File: config.mk
export PLATFORM = sky130hd
export DESIGN_NAME = sketch_stream_decoder_core
export DESIGN_NICKNAME = d
export VERILOG_FILES = /design/src/ssdec_pkg.sv /design/src/sketch_stream_decoder_core.sv
export VERILOG_INCLUDE_DIRS = /design/src /design/src/src
export SDC_FILE = /design/constraint.sdc
export NUM_CORES = 1
export LEC_CHECK = 0
export ABC_AREA = 0
export BUFFER_PORTS_ARGS = -buffer_cell sky130_fd_sc_hd__buf_2
export CORE_AREA = 3 3 278 280
export CTS_CLUSTER_DIAMETER = 40
export DETAILED_ROUTE_END_ITERATION = 16
export DIE_AREA = 0 0 281 283
export HOLD_SLACK_MARGIN = 0.06
export SYNTH_ARGS = -nofsm -noshare
export SYNTH_HDL_FRONTEND = slang
export SYNTH_SLANG_ARGS = --single-unit
File: constraint.sdc
create_clock -name i_clk -period 16.7 [get_ports i_clk]
set_input_delay 0.835 -clock i_clk [delete_from_list [all_inputs] [get_ports i_clk]]
set_output_delay 0.835 -clock i_clk [all_outputs]
set_load 0.02 [all_outputs]
File: src/sketch_stream_decoder_core_macros.svh
// Assertion helpers shared by the RTL.
`ifndef SKETCH_STREAM_DECODER_CORE_MACROS_SVH
`define SKETCH_STREAM_DECODER_CORE_MACROS_SVH

// Same-cycle implication, ignored while reset is asserted.
`define SSDEC_ASSERT_NOW(label, clk, rst_n, ante, cons, msg) \
    label: assert property (@(posedge clk) disable iff (!(rst_n)) (ante) |-> (cons)) \
        else $error(msg);

// Next-cycle implication, ignored while reset is asserted.
`define SSDEC_ASSERT_NEXT(label, clk, rst_n, ante, cons, msg) \
    label: assert property (@(posedge clk) disable iff (!(rst_n)) (ante) |=> (cons)) \
        else $error(msg);

`endif

File: src/ssdec_pkg.sv
`default_nettype none

package ssdec_pkg;

    localparam logic [3:0] MAX_KEY_BYTES   = 4'd3;
    localparam logic [3:0] MAX_COUNT_BYTES = 4'd10;

    localparam logic [7:0] FORMAT_VERSION = 8'd1;

    localparam logic [2:0] ST_OK        = 3'd0;
    localparam logic [2:0] ST_TRUNCATED = 3'd1;
    localparam logic [2:0] ST_NONFINITE = 3'd2;
    localparam logic [2:0] ST_BAD_HDR   = 3'd3;
    localparam logic [2:0] ST_TOO_LONG  = 3'd4;
    localparam logic [2:0] ST_NO_BUCKET = 3'd5;

    localparam logic [31:0] GAMMA_ONE = 32'h3F80_0000;

    typedef struct packed {
        logic [7:0] data_byte;
        logic       last_byte;
    } t_in_item;

    typedef struct packed {
        logic        has_bucket;
        logic [15:0] bin_key;
        logic [63:0] bin_count;
        logic        done_res;
        logic [2:0]  status;
        logic [31:0] gamma_bits;
        logic [31:0] sum_bits;
        logic [63:0] total_count;
    } t_out_item;

endpackage

`default_nettype wire

File: src/sketch_stream_decoder_core.sv
// Serialized quantile-sketch parser, one byte per transaction. Every byte updates the parser
// state in the cycle it is accepted, so a byte can be taken on every clock; a result (a finished
// bucket, the final status on the byte flagged last, or both in one) is registered as its byte
// is accepted. Results pass through a two-entry output buffer: o_in_ready stays high
// while at least one entry is free, so input only pauses after the output side has stalled for
// two results. After an error, bytes are consumed silently until the last byte reports the error
// code; the last byte always returns the parser to its reset state for the next sketch.
`default_nettype none

`include "sketch_stream_decoder_core_macros.svh"

module sketch_stream_decoder_core
    import ssdec_pkg::*;
(
    input  wire logic      i_clk,
    input  wire logic      i_rst_n,
    input  wire logic      i_in_valid,
    output logic           o_in_ready,
    input  wire t_in_item  i_in_item,
    output logic           o_out_valid,
    input  wire logic      i_out_ready,
    output t_out_item      o_out_item
);

    localparam logic [2:0] PH_VERSION = 3'd0;
    localparam logic [2:0] PH_GAMMA   = 3'd1;
    localparam logic [2:0] PH_SUM     = 3'd2;
    localparam logic [2:0] PH_COUNT   = 3'd3;
    localparam logic [2:0] PH_KEY     = 3'd4;
    localparam logic [2:0] PH_BCOUNT  = 3'd5;

    logic [2:0]  r_phase,    n_phase;
    logic [3:0]  r_idx,      n_idx;
    logic [63:0] r_acc,      n_acc;
    logic [7:0]  r_version,  n_version;
    logic [31:0] r_gamma,    n_gamma;
    logic [31:0] r_sum,      n_sum;
    logic [63:0] r_hcount,   n_hcount;
    logic [15:0] r_last_key, n_last_key;
    logic [15:0] r_pend_key, n_pend_key;
    logic        r_saw,      n_saw;
    logic [2:0]  r_err,      n_err;

    logic        r_out_valid;
    t_out_item   r_out;
    logic        r_skid_valid;
    t_out_item   r_skid;

    logic        in_acc;
    logic        out_pop;
    logic        res_push;
    t_out_item   res;

    logic [7:0]  b;
    logic [3:0]  idx_inc;
    logic [6:0]  vi_shift;
    logic [63:0] vi_acc;
    logic [3:0]  vi_max;
    logic        vi_end;
    logic        vi_long;
    logic [31:0] fl_word;
    logic        emit;
    logic [15:0] key;
    logic [2:0]  st;

    assign o_in_ready  = !r_skid_valid;
    assign in_acc      = i_in_valid && o_in_ready;
    assign o_out_valid = r_out_valid;
    assign o_out_item  = r_out;
    assign out_pop     = r_out_valid && i_out_ready;

    assign b        = i_in_item.data_byte;
    assign idx_inc  = r_idx + 4'd1;
    // 7 * index
    assign vi_shift = {r_idx, 3'b000} - {3'b000, r_idx};
    assign vi_acc   = (r_idx <= 4'd9) ? (r_acc | ({57'b0, b[6:0]} << vi_shift)) : r_acc;
    assign vi_max   = (r_phase == PH_KEY) ? MAX_KEY_BYTES : MAX_COUNT_BYTES;
    assign vi_end   = !b[7];
    assign vi_long  = b[7] && (idx_inc >= vi_max);
    assign fl_word  = ((r_phase == PH_GAMMA) ? r_gamma : r_sum)
                      | ({24'b0, b} << {r_idx[1:0], 3'b000});
    assign key      = r_last_key + r_pend_key;

    always_comb begin
        n_phase    = r_phase;
        n_idx      = r_idx;
        n_acc      = r_acc;
        n_version  = r_version;
        n_gamma    = r_gamma;
        n_sum      = r_sum;
        n_hcount   = r_hcount;
        n_last_key = r_last_key;
        n_pend_key = r_pend_key;
        n_saw      = r_saw;
        n_err      = r_err;
        emit       = 1'b0;
        st         = ST_OK;

        if (r_err == ST_OK) begin
            case (r_phase)
                PH_VERSION: begin
                    n_version = b;
                    n_idx     = 4'd0;
                    n_phase   = PH_GAMMA;
                end
                PH_GAMMA, PH_SUM: begin
                    if (r_phase == PH_GAMMA) begin
                        n_gamma = fl_word;
                    end else begin
                        n_sum = fl_word;
                    end
                    n_idx = idx_inc;
                    if (idx_inc >= 4'd4) begin
                        n_idx = 4'd0;
                        n_acc = '0;
                        if (fl_word[30:23] == 8'hFF) begin
                            n_err = ST_NONFINITE;
                        end else begin
                            n_phase = (r_phase == PH_GAMMA) ? PH_SUM : PH_COUNT;
                        end
                    end
                end
                PH_COUNT, PH_KEY, PH_BCOUNT: begin
                    n_acc = vi_acc;
                    n_idx = idx_inc;
                    if (vi_end) begin
                        n_idx = 4'd0;
                        n_acc = '0;
                        case (r_phase)
                            PH_COUNT: begin
                                n_hcount = vi_acc;
                                if (r_version != FORMAT_VERSION || r_gamma[31] ||
                                    r_gamma <= GAMMA_ONE || vi_acc == 64'd0) begin
                                    n_err = ST_BAD_HDR;
                                end else begin
                                    n_phase = PH_KEY;
                                end
                            end
                            PH_KEY: begin
                                n_pend_key = vi_acc[15:0];
                                n_phase    = PH_BCOUNT;
                            end
                            default: begin
                                n_last_key = key;
                                n_saw      = 1'b1;
                                emit       = 1'b1;
                                n_phase    = PH_KEY;
                            end
                        endcase
                    end else if (vi_long) begin
                        n_err = ST_TOO_LONG;
                    end
                end
                default: begin
                    n_phase = PH_VERSION;
                end
            endcase
        end

        // final status from the state after this byte
        if (n_err != ST_OK) begin
            st = n_err;
        end else if (n_phase != PH_KEY || n_idx != 4'd0) begin
            st = ST_TRUNCATED;
        end else if (!n_saw) begin
            st = ST_NO_BUCKET;
        end else begin
            st = ST_OK;
        end

        res.has_bucket   = emit;
        res.bin_key      = emit ? key : 16'd0;
        res.bin_count    = emit ? vi_acc : 64'd0;
        res.done_res     = i_in_item.last_byte;
        res.status       = i_in_item.last_byte ? st : ST_OK;
        res.gamma_bits   = i_in_item.last_byte ? n_gamma : 32'd0;
        res.sum_bits     = i_in_item.last_byte ? n_sum : 32'd0;
        res.total_count  = i_in_item.last_byte ? n_hcount : 64'd0;

        if (i_in_item.last_byte) begin
            n_phase    = PH_VERSION;
            n_idx      = 4'd0;
            n_acc      = '0;
            n_version  = '0;
            n_gamma    = '0;
            n_sum      = '0;
            n_hcount   = '0;
            n_last_key = '0;
            n_pend_key = '0;
            n_saw      = 1'b0;
            n_err      = ST_OK;
        end
    end

    assign res_push = in_acc && (emit || i_in_item.last_byte);

    always_ff @(posedge i_clk) begin
        if (!i_rst_n) begin
            r_phase    <= PH_VERSION;
            r_idx      <= '0;
            r_acc      <= '0;
            r_version  <= '0;
            r_gamma    <= '0;
            r_sum      <= '0;
            r_hcount   <= '0;
            r_last_key <= '0;
            r_pend_key <= '0;
            r_saw      <= 1'b0;
            r_err      <= ST_OK;
        end else if (in_acc) begin
            r_phase    <= n_phase;
            r_idx      <= n_idx;
            r_acc      <= n_acc;
            r_version  <= n_version;
            r_gamma    <= n_gamma;
            r_sum      <= n_sum;
            r_hcount   <= n_hcount;
            r_last_key <= n_last_key;
            r_pend_key <= n_pend_key;
            r_saw      <= n_saw;
            r_err      <= n_err;
        end
    end

    // two-entry output buffer: main register plus skid
    always_ff @(posedge i_clk) begin
        if (!i_rst_n) begin
            r_out_valid  <= 1'b0;
            r_skid_valid <= 1'b0;
        end else if (r_skid_valid) begin
            if (out_pop) begin
                r_skid_valid <= 1'b0;
            end
        end else if (r_out_valid && !out_pop) begin
            if (res_push) begin
                r_skid_valid <= 1'b1;
            end
        end else begin
            r_out_valid <= res_push;
        end
    end

    always_ff @(posedge i_clk) begin
        if (r_skid_valid) begin
            if (out_pop) begin
                r_out <= r_skid;
            end
        end else if (r_out_valid && !out_pop) begin
            if (res_push) begin
                r_skid <= res;
            end
        end else if (res_push) begin
            r_out <= res;
        end
    end

    `SSDEC_ASSERT_NOW(a_skid_needs_main, i_clk, i_rst_n, r_skid_valid, r_out_valid,
        "skid entry held while main entry empty")
    `SSDEC_ASSERT_NOW(a_no_bucket_after_err, i_clk, i_rst_n, in_acc && (r_err != ST_OK),
        !emit, "bucket emitted after error")
    `SSDEC_ASSERT_NEXT(a_last_resets, i_clk, i_rst_n, in_acc && i_in_item.last_byte,
        (r_phase == PH_VERSION) && (r_err == ST_OK) && !r_saw, "parser not reset after last byte")
    `SSDEC_ASSERT_NOW(a_idx_range, i_clk, i_rst_n, 1'b1, r_idx <= MAX_COUNT_BYTES,
        "byte index out of range")
    `SSDEC_ASSERT_NEXT(a_push_visible, i_clk, i_rst_n, res_push && !r_out_valid, o_out_valid,
        "pushed result not presented")

endmodule

`default_nettype wire
==> qor.csv, run 1 <==
metric;value;unit
Root Buffer;clkbuf_16;
Final min period;6.20;ns
gr usage total;21.7;%
worst slew pin tran;1.33;ns
endpoints failing setup;0;
Slew Limit Fails;0;
Final Util;47.0;%
Die Y;283;µm
WL final;87800;µm
Post-DRT Antenna Nets;0;
power density over the cells;116;mW/mm²
sequential area share after synthesis;59.4;%
Max rail drop VDD;0.0785;mV
RSZ-0062 raised after global routing;false;
fmax;0.161;GHz
worst stage delay on the critical path;0.91;ns
via count;22000;
buffer count from post-CTS setup fixing;0;
most frequent cells in the layout;426 x edfxtp_1, 358 x nor2_1, 243 x dfxtp_1;
number of global-route vias before repair;21700;
Top FF cell, synth;edfxtp_1;
Core Box Area;0.0747;mm²
Async SR Flop Fraction;0;%
Post-Syn Area;0.0298;mm²
Post-layout nets;2906;
crit end category;flop;
status;completed;
CP required;17.03;ns
syn_area_per_cell;11.0;µm²
worst endpoint data arrival time;6.53;ns
cells after synthesis;2700;
drt initial violations;2209;
leading cell type in the layout, fill and taps excluded;edfxtp_1;
CP startpoint kind;flop;
Worst-path clk slew;0.05;ns
GPL Wtd Cong;0.879;
IO buf count;227;
clock skew;0.0329;ns
critical path cell sequence;buf_4, inv_1, ha_1, a2111oi_2, mux2_4, nor3_2, a21oi_1, nand4_1, a2111oi_4, nand2_2, o211ai_2, a211oi_1, a221oi_1;
slew margin rel.;11.2;%
GRT Residual Overflow;0;
crit-path max FO;58;
Total Neg Setup Slack;0;ns
YS warnings;0;
share of layout cells above drive strength 1;20.9;%
clock latency on the worst-skew pair;0.65;ns
residual DRC count;0;
num rows;100;
WS Path Type;flop to flop;
number of buffers created by CTS;97;
antenna violations before repair;2;
Initial Utilization;39.9;%
global-route wire length before repair;134000;µm
post-synthesis cell type count;93;
number of synthesized register bits;671;
H-tree level count;3;
Sink Count;671;
post-synth net total;2735;
hold_ws;0.459;ns
Avg WL per Cell;22.4;µm
CP max-delay cell;nor3_2;
CTS resizes;0;
Area Overhead vs Synth;17.7;%
CTS tree;done;
Hold Vio Cnt, Final;0;
Die X;281;µm
die area;0.0795;mm²
cts-stage hold buffer count;0;
EDFF count, synth;426;
final period utilization;37.1;%
Detailed Routing Iterations Pass 1;5;
largest net degree at the start of global routing;140;
drt via density;5.61;
maximum clock path buffer count;3;
HP Class;flop to flop;
Top Ports;228;
Leakage Power;12.3;nW
MaxCap Viol Count;0;
HPWL Detailed;57500;µm
-- worst max-delay path, delay by kind of cell (launching register included) --
family	cells	cell delay, ns
AOI/OAI and AO/OA	6	1.77
adders and majority gates	1	0.52
buffers and inverters	2	1.04
DFF	1	0.72
muxes	1	0.45
and+or+nand+nor	3	1.38
-- stage by stage --
step,instance area (µm²),setup slack (ns),power (W),std cells
after detailed placement,31800,10.56,0.00206,3741
final,35100,10.50,0.00407,3924
after floorplan,29800,3.10,0.00198,2700
after global placement,31800,10.79,0.00205,3741
after global routing,35100,10.04,0.00420,3923
after CTS,35100,10.55,0.00411,3923
-- cell usage after synthesis (9+ instances only) --
master	number	area [µm²]
or3_1	9	56.3
a32oi_1	23	201
o31ai_1	90	676
nand3_1	34	170
a21boi_0	13	97.6
buf_2	12	60.1
nand4_1	14	87.6
nand2_1	220	826
nor2_1	359	1350
nor2b_1	162	1010
o21ai_0	91	455
a21oi_1	151	756
inv_1	15	56.3
and2_1	63	394
ha_1	21	263
nor3b_1	19	143
mux2_2	131	1480
a31oi_1	25	156
edfxtp_1	426	12800
a22oi_1	90	676
a211oi_1	62	465
mux2i_1	15	150
xnor2_1	9	78.8
o21ai_1	10	50.1
a21o_1	18	135
nor3_1	28	140
buf_1	15	56.3
and3_1	15	93.8
nor4_1	22	138
dfxtp_1	245	4900
clkbuf_1	169	634
-- cells by family after synthesis --
| logic type | after synthesis | synth area share (%) |
|---|---|---|
| AO/OA/AOI/OAI | 643 | 14.7 |
| XOR/XNOR | 16 | 0.495 |
| adder cells (fa/ha/maj) | 23 | 0.982 |
| buffers and inverters | 219 | 2.95 |
| flip-flops | 671 | 59.4 |
| multiplexers | 151 | 5.80 |
| AND/OR/NAND/NOR | 977 | 15.8 |
-- layout make-up --
class | instances | area, µm²
Tap cell | 969 | 1210
Clock inverter | 68 | 729
Antenna cell | 1 | 2.50
Timing Repair Buffer | 274 | 1500
Clock buffer | 114 | 2560
Multi-Input combinational cell | 1810 | 11300
Inverter | 17 | 71.3
Sequential cell | 671 | 17700
Fill cell | 6724 | 39600
-- final timing paths --
check / from / endpoint / slack, ns / cells after the start
worst max-delay path: r_idx[0]$_SDFFE_PN0P_ / r_skid[128]$_DFFE_PP_ / 10.50 / 13
worst min-delay path: r_version[0]$_SDFFE_PN0P_ / r_version[0]$_SDFFE_PN0P_ / 0.46 / 2
worst max register to register: r_idx[0]$_SDFFE_PN0P_ / r_skid[128]$_DFFE_PP_ / 10.50 / 13
worst min register to register: r_version[0]$_SDFFE_PN0P_ / r_version[0]$_SDFFE_PN0P_ / 0.46 / 2
-- routing by layer --
layer | share of wire, % | track usage, % | vias up
met5 | 0.011 | 0 | -
met1 | 45 | 30.9 | 10900
met2 | 46 | 33.9 | 742
met3 | 6.7 | 4.07 | 120
met4 | 2.0 | 5.73 | 2
li1 | - | - | 10300
-- flip-flops by register name (all words and copies together) (netlist names), 16 cells and up --
| name | count |
|---|---|
| r_hcount | 64 |
| r_pend_key | 16 |
| r_gamma | 32 |
| o_out_item | 213 |
| r_skid | 213 |
| r_last_key | 16 |
| r_sum | 32 |
| r_acc | 64 |
-- power breakdown --
| group | total, W | internal [W] | switching (W) |
|---|---|---|---|
| clock | 0.00204 | 0.00126 | 0.000787 |
| combinational | 0.000227 | 0.0000595 | 0.000167 |
| sequential | 0.00180 | 0.00178 | 0.0000109 |
Power figures use the tool's default switching activity.
==> run 2, diff against run 1 <==
==> constraint.sdc (replaced) <==
create_clock -name i_clk -period 5 [get_ports i_clk]
set_input_delay 0.25 -clock i_clk [delete_from_list [all_inputs] [get_ports i_clk]]
set_output_delay 0.25 -clock i_clk [all_outputs]
set_load 0.02 [all_outputs]
==> run 2 against run 1 <==
Against the previous run: first-iteration DRC count is 18% lower; worst setup slack worse by 9.9 ns; core utilization is 0.86 points higher; sequential power grew to 3.3 times the previous value; die area stayed put; combinational power grew to 3.5 times the previous value; clock skew is 0.0019 ns lower; sequential cell count stayed put; clock-buffer cell count is 9 higher; hold slack worse by 0.32 ns; power grew to 3.4 times the previous value; sequential share of layout area is 0.90 points lower.
==> qor.csv, run 2 (synthesis results as in run 1) <==
metric;value;unit
Hold Vio Cnt, Final;0;
drt initial violations;1806;
GRT Residual Overflow;0;
worst hold path depth;1;
worst slew pin tran;1.11;ns
cts-stage hold buffer count;7;
worst endpoint data arrival time;4.84;ns
share of layout cells above drive strength 1;22.5;%
Worst-path clk slew;0.05;ns
leading cell type in the layout, fill and taps excluded;edfxtp_1;
Sink Count;671;
footprint of the multi-input gates;0.0113;mm²
HPWL Detailed;57700;µm
Initial Utilization;39.9;%
number of buffers created by CTS;99;
status;completed;
Root Buffer;clkbuf_16;
crit-path max FO;13;
Post-DRT Antenna Nets;0;
Core Box Area;0.0747;mm²
final instance area;0.0357;mm²
gr usage total;21.2;%
Die X;281;µm
reg2reg path depth;13;
num rows;100;
residual DRC count;0;
CTS resizes;0;
most frequent cells in the layout;426 x edfxtp_1, 357 x nor2_1, 242 x dfxtp_1;
WS Path Type;flop to flop;
RSZ-0062 raised after global routing;false;
IO buf count;227;
Post-layout nets;2972;
CTS tree;done;
Avg WL per Cell;21.5;µm
Detailed Routing Iterations Pass 1;5;
clock latency on the worst-skew pair;0.66;ns
Area Overhead vs Synth;19.9;%
buffer count from post-CTS setup fixing;0;
H-tree level count;3;
number of global-route vias before repair;21300;
HP Class;input port to flop;
fmax;0.227;GHz
global-route wire length before repair;132000;µm
fin cells;3994;
Slew Limit Fails;0;
slew margin rel.;25.7;%
dpl cells;3798;
clock skew;0.0309;ns
Final min period;4.40;ns
Top Ports;228;
MaxCap Viol Count;0;
Max rail drop VDD;0.241;mV
crit end category;flop;
endpoints failing setup;0;
WL final;86100;µm
Die Y;283;µm
maximum clock path buffer count;3;
antenna violations before repair;1;
Pwr Total;0.0137;W
largest net degree at the start of global routing;154;
DP Area;0.0323;mm²
power density over the cells;383;mW/mm²
GPL Wtd Cong;0.859;
final period utilization;88.1;%
CP startpoint kind;flop;
Fillers;6740;
Leakage Power;12.7;nW
drt via density;5.49;
die area;0.0795;mm²
CP required;5.44;ns
Reg area;0.0177;mm²
via count;21900;
-- run 2: worst paths after layout --
| path | slack [ns] | start | end |
|---|---|---|---|
| max | 0.60 | r_idx[3]$_SDFFE_PN0P_ | r_skid[128]$_DFFE_PP_ |
| min | 0.14 | i_in_item[0] | r_skid[131]$_DFFE_PP_ |
| max reg2reg | 0.60 | r_idx[3]$_SDFFE_PN0P_ | r_skid[128]$_DFFE_PP_ |
| min reg2reg | 0.47 | r_version[0]$_SDFFE_PN0P_ | r_version[0]$_SDFFE_PN0P_ |
-- run 2: worst max-delay path, stage by stage (launching register included) --
cell and delay, ns:
dfxtp_1 0.44, inv_1 0.11, ha_1 0.39, buf_4 0.22
a2111oi_2 0.43, mux2_4 0.37, a2111oi_0 0.13, o31ai_2 0.50
nand4_1 0.26, a2111oi_4 0.46, nand2_2 0.19, o211ai_2 0.24
a211oi_1 0.13, a221oi_1 0.31
-- run 2: per-stage QoR --
| stage | setup TNS (ns) | util [%] | hold WS, ns | setup slack, ns |
|---|---|---|---|---|
| after CTS | 0 | 47.9 | 0.0792 | 0.524 |
| after global routing | 0 | 47.9 | 0.121 | 0.140 |
| after global placement | 0 | 43.3 | 0.448 | 0.701 |
| final | 0 | 47.9 | 0.137 | 0.596 |
| after floorplan | -500.31 | - | 0.349 | -1.92 |
| after detailed placement | 0 | 43.3 | 0.462 | 0.532 |
-- run 2: report_power, final --
| part | leakage, nW | internal [W] | switching, W | total (W) |
|---|---|---|---|---|
| registers | 6.00 | 0.00596 | 0.0000285 | 0.00599 |
| clock network | 1.61 | 0.00428 | 0.00265 | 0.00693 |
| logic | 5.10 | 0.000230 | 0.000563 | 0.000793 |
-- run 2: final cells by class --
type | count | area share [%]
diodes | 1 | 0.00700
clock buffers | 123 | 7.41
clock inverters | 65 | 1.98
inverters | 17 | 0.207
multi-input cells | 1810 | 31.7
flip-flops and latches | 671 | 49.5
well taps | 969 | 3.39
repair buffers | 338 | 5.78
-- run 2: routing by layer --
metal  track usage [%]  vias up  part of all wire, %
met5                 0        -                    0
met4              5.33        0                  1.7
met3              3.29      109                  5.1
met2              33.4      597                   46
met1              30.6    10800                   47
li1                  -    10400                    -
==> run 3, diff against run 2 <==
==> constraint.sdc (replaced) <==
create_clock -name i_clk -period 5 [get_ports i_clk]
set_input_delay 0.25 -clock i_clk [delete_from_list [all_inputs] [get_ports i_clk]]
set_output_delay 0.25 -clock i_clk [all_outputs]
set_load 0.1 [all_outputs]
==> run 3 against run 2 <==
Against the previous run: final area is 0.64% higher; clock skew increased by 0.0040 ns; clock power increased by 6.1%; non-clock buffer count fell by 1; wire length is 0.60% higher; highest routed layer unchanged; critical endpoint unchanged; final cell count about the same; combinational power up 55%; sequential power is essentially flat; worst setup slack worse by 0.13 ns.
==> qor.csv, run 3 (synthesis results as in run 1) <==
metric;value;unit
WL final;86600;µm
num rows;100;
Core Box Area;0.0747;mm²
H-tree level count;3;
die area;0.0795;mm²
share of layout cells above drive strength 1;23.1;%
via count;22200;
number of global-route vias before repair;21400;
final period utilization;90.6;%
CTS resizes;0;
crit end category;flop;
clock latency on the worst-skew pair;0.65;ns
endpoints failing setup;0;
Post-DRT Antenna Nets;0;
Fillers;6750;
HPWL Detailed;57900;µm
slew margin rel.;22.2;%
Top Ports;228;
Slew Limit Fails;0;
Post-layout nets;2973;
IO buf count;227;
number of buffers created by CTS;101;
Avg WL per Cell;21.7;µm
GPL Wtd Cong;0.861;
fin cells;3995;
maximum clock path buffer count;3;
global-route wire length before repair;132000;µm
Die Y;283;µm
clock skew;0.0349;ns
Die X;281;µm
Detailed Routing Iterations Pass 1;6;
Area Overhead vs Synth;20.7;%
Sink Count;671;
leading cell type in the layout, fill and taps excluded;edfxtp_1;
antenna violations before repair;1;
crit-path max FO;13;
setup slack after layout;0.468;ns
GRT Residual Overflow;0;
CP required;5.43;ns
residual DRC count;0;
RSZ-0062 raised after global routing;false;
Leakage Power;12.8;nW
drt via density;5.54;
worst slew pin tran;1.16;ns
Final min period;4.53;ns
most frequent cells in the layout;426 x edfxtp_1, 357 x nor2_1, 242 x dfxtp_1;
drt initial violations;2017;
WS Path Type;flop to flop;
worst endpoint data arrival time;4.97;ns
status;completed;
Root Buffer;clkbuf_16;
largest net degree at the start of global routing;154;
dpl ws;0.527;ns
fmax;0.221;GHz
CP startpoint kind;flop;
dpl cells;3798;
Worst-path clk slew;0.05;ns
HP Class;input port to flop;
Hold Vio Cnt, Final;0;
MaxCap Viol Count;0;
gr usage total;21.3;%
CTS tree;done;
power density over the cells;405;mW/mm²
Initial Utilization;39.9;%
Max rail drop VDD;0.245;mV
-- run 3: path summary, 6_finish.rpt --
check / from / to / slack, ns / depth (start not counted)
max: r_idx[3]$_SDFFE_PN0P_ / r_skid[128]$_DFFE_PP_ / 0.47 / 13
min: i_in_item[5] / r_version[4]$_SDFFE_PN0P_ / 0.12 / 3
max reg2reg: r_idx[3]$_SDFFE_PN0P_ / r_skid[128]$_DFFE_PP_ / 0.47 / 13
min reg2reg: r_last_key[12]$_SDFFE_PN0P_ / r_last_key[12]$_SDFFE_PN0P_ / 0.47 / 2
-- run 3: area by class of cell --
class	count	area [µm²]	area share [%]
clock inverters	72	818	2.27
repair buffers	337	2050	5.71
diodes	1	2.50	0.00696
clock buffers	118	2780	7.73
inverters	17	73.8	0.205
well taps	969	1210	3.37
multi-input cells	1810	11300	31.5
flip-flops and latches	671	17700	49.2
-- run 3: metal layers --
| layer | vias up | global-route usage [%] | routed length (µm) |
|---|---|---|---|
| li1 | 10400 | - | - |
| met1 | 10900 | 30.4 | 39800 |
| met2 | 704 | 33.7 | 40400 |
| met3 | 109 | 3.40 | 4680 |
| met4 | 0 | 5.88 | 1620 |
| met5 | - | 0 | 0 |
-- run 3: per-stage QoR --
stage	utilization, %	TNS (ns)	hold slack [ns]	total power [W]	area, µm²
detailed placement	43.3	0	0.461	0.00733	32300
CTS	48.2	0	0.0666	0.0147	36000
global placement	43.3	0	0.448	0.00733	32300
global route	48.2	0	0.127	0.0150	36000
floorplan	-	-500.89	0.349	0.00702	29900
finish	48.2	0	0.122	0.0146	36000
-- run 3: what timing repair did --
| item | 4_1_cts | 5_1_grt |
|---|---|---|
| buffers inserted | 0 | 0 |
| hold endpoints to repair | 7 | 0 |
| hold buffers | 6 | 0 |
-- run 3: power breakdown --
part / total (W) / switching (W) / internal, W
Clock: 0.00735 / 0.00273 / 0.00462
Sequential: 0.00599 / 0.0000281 / 0.00596
Combinational: 0.00123 / 0.00101 / 0.000229
Total: 0.0146 / 0.00377 / 0.0108
-- run 3: critical path, stage by stage (launching register included) --
cell and delay (ns):
dfxtp_1 0.45, inv_1 0.10, ha_1 0.38, buf_4 0.22, a2111oi_2 0.44, mux2_4 0.37
a2111oi_0 0.14, o31ai_2 0.51, nand4_1 0.26, a2111oi_4 0.55, nand2_2 0.20, o21ai_1 0.25
a21oi_1 0.10, a221oi_1 0.34
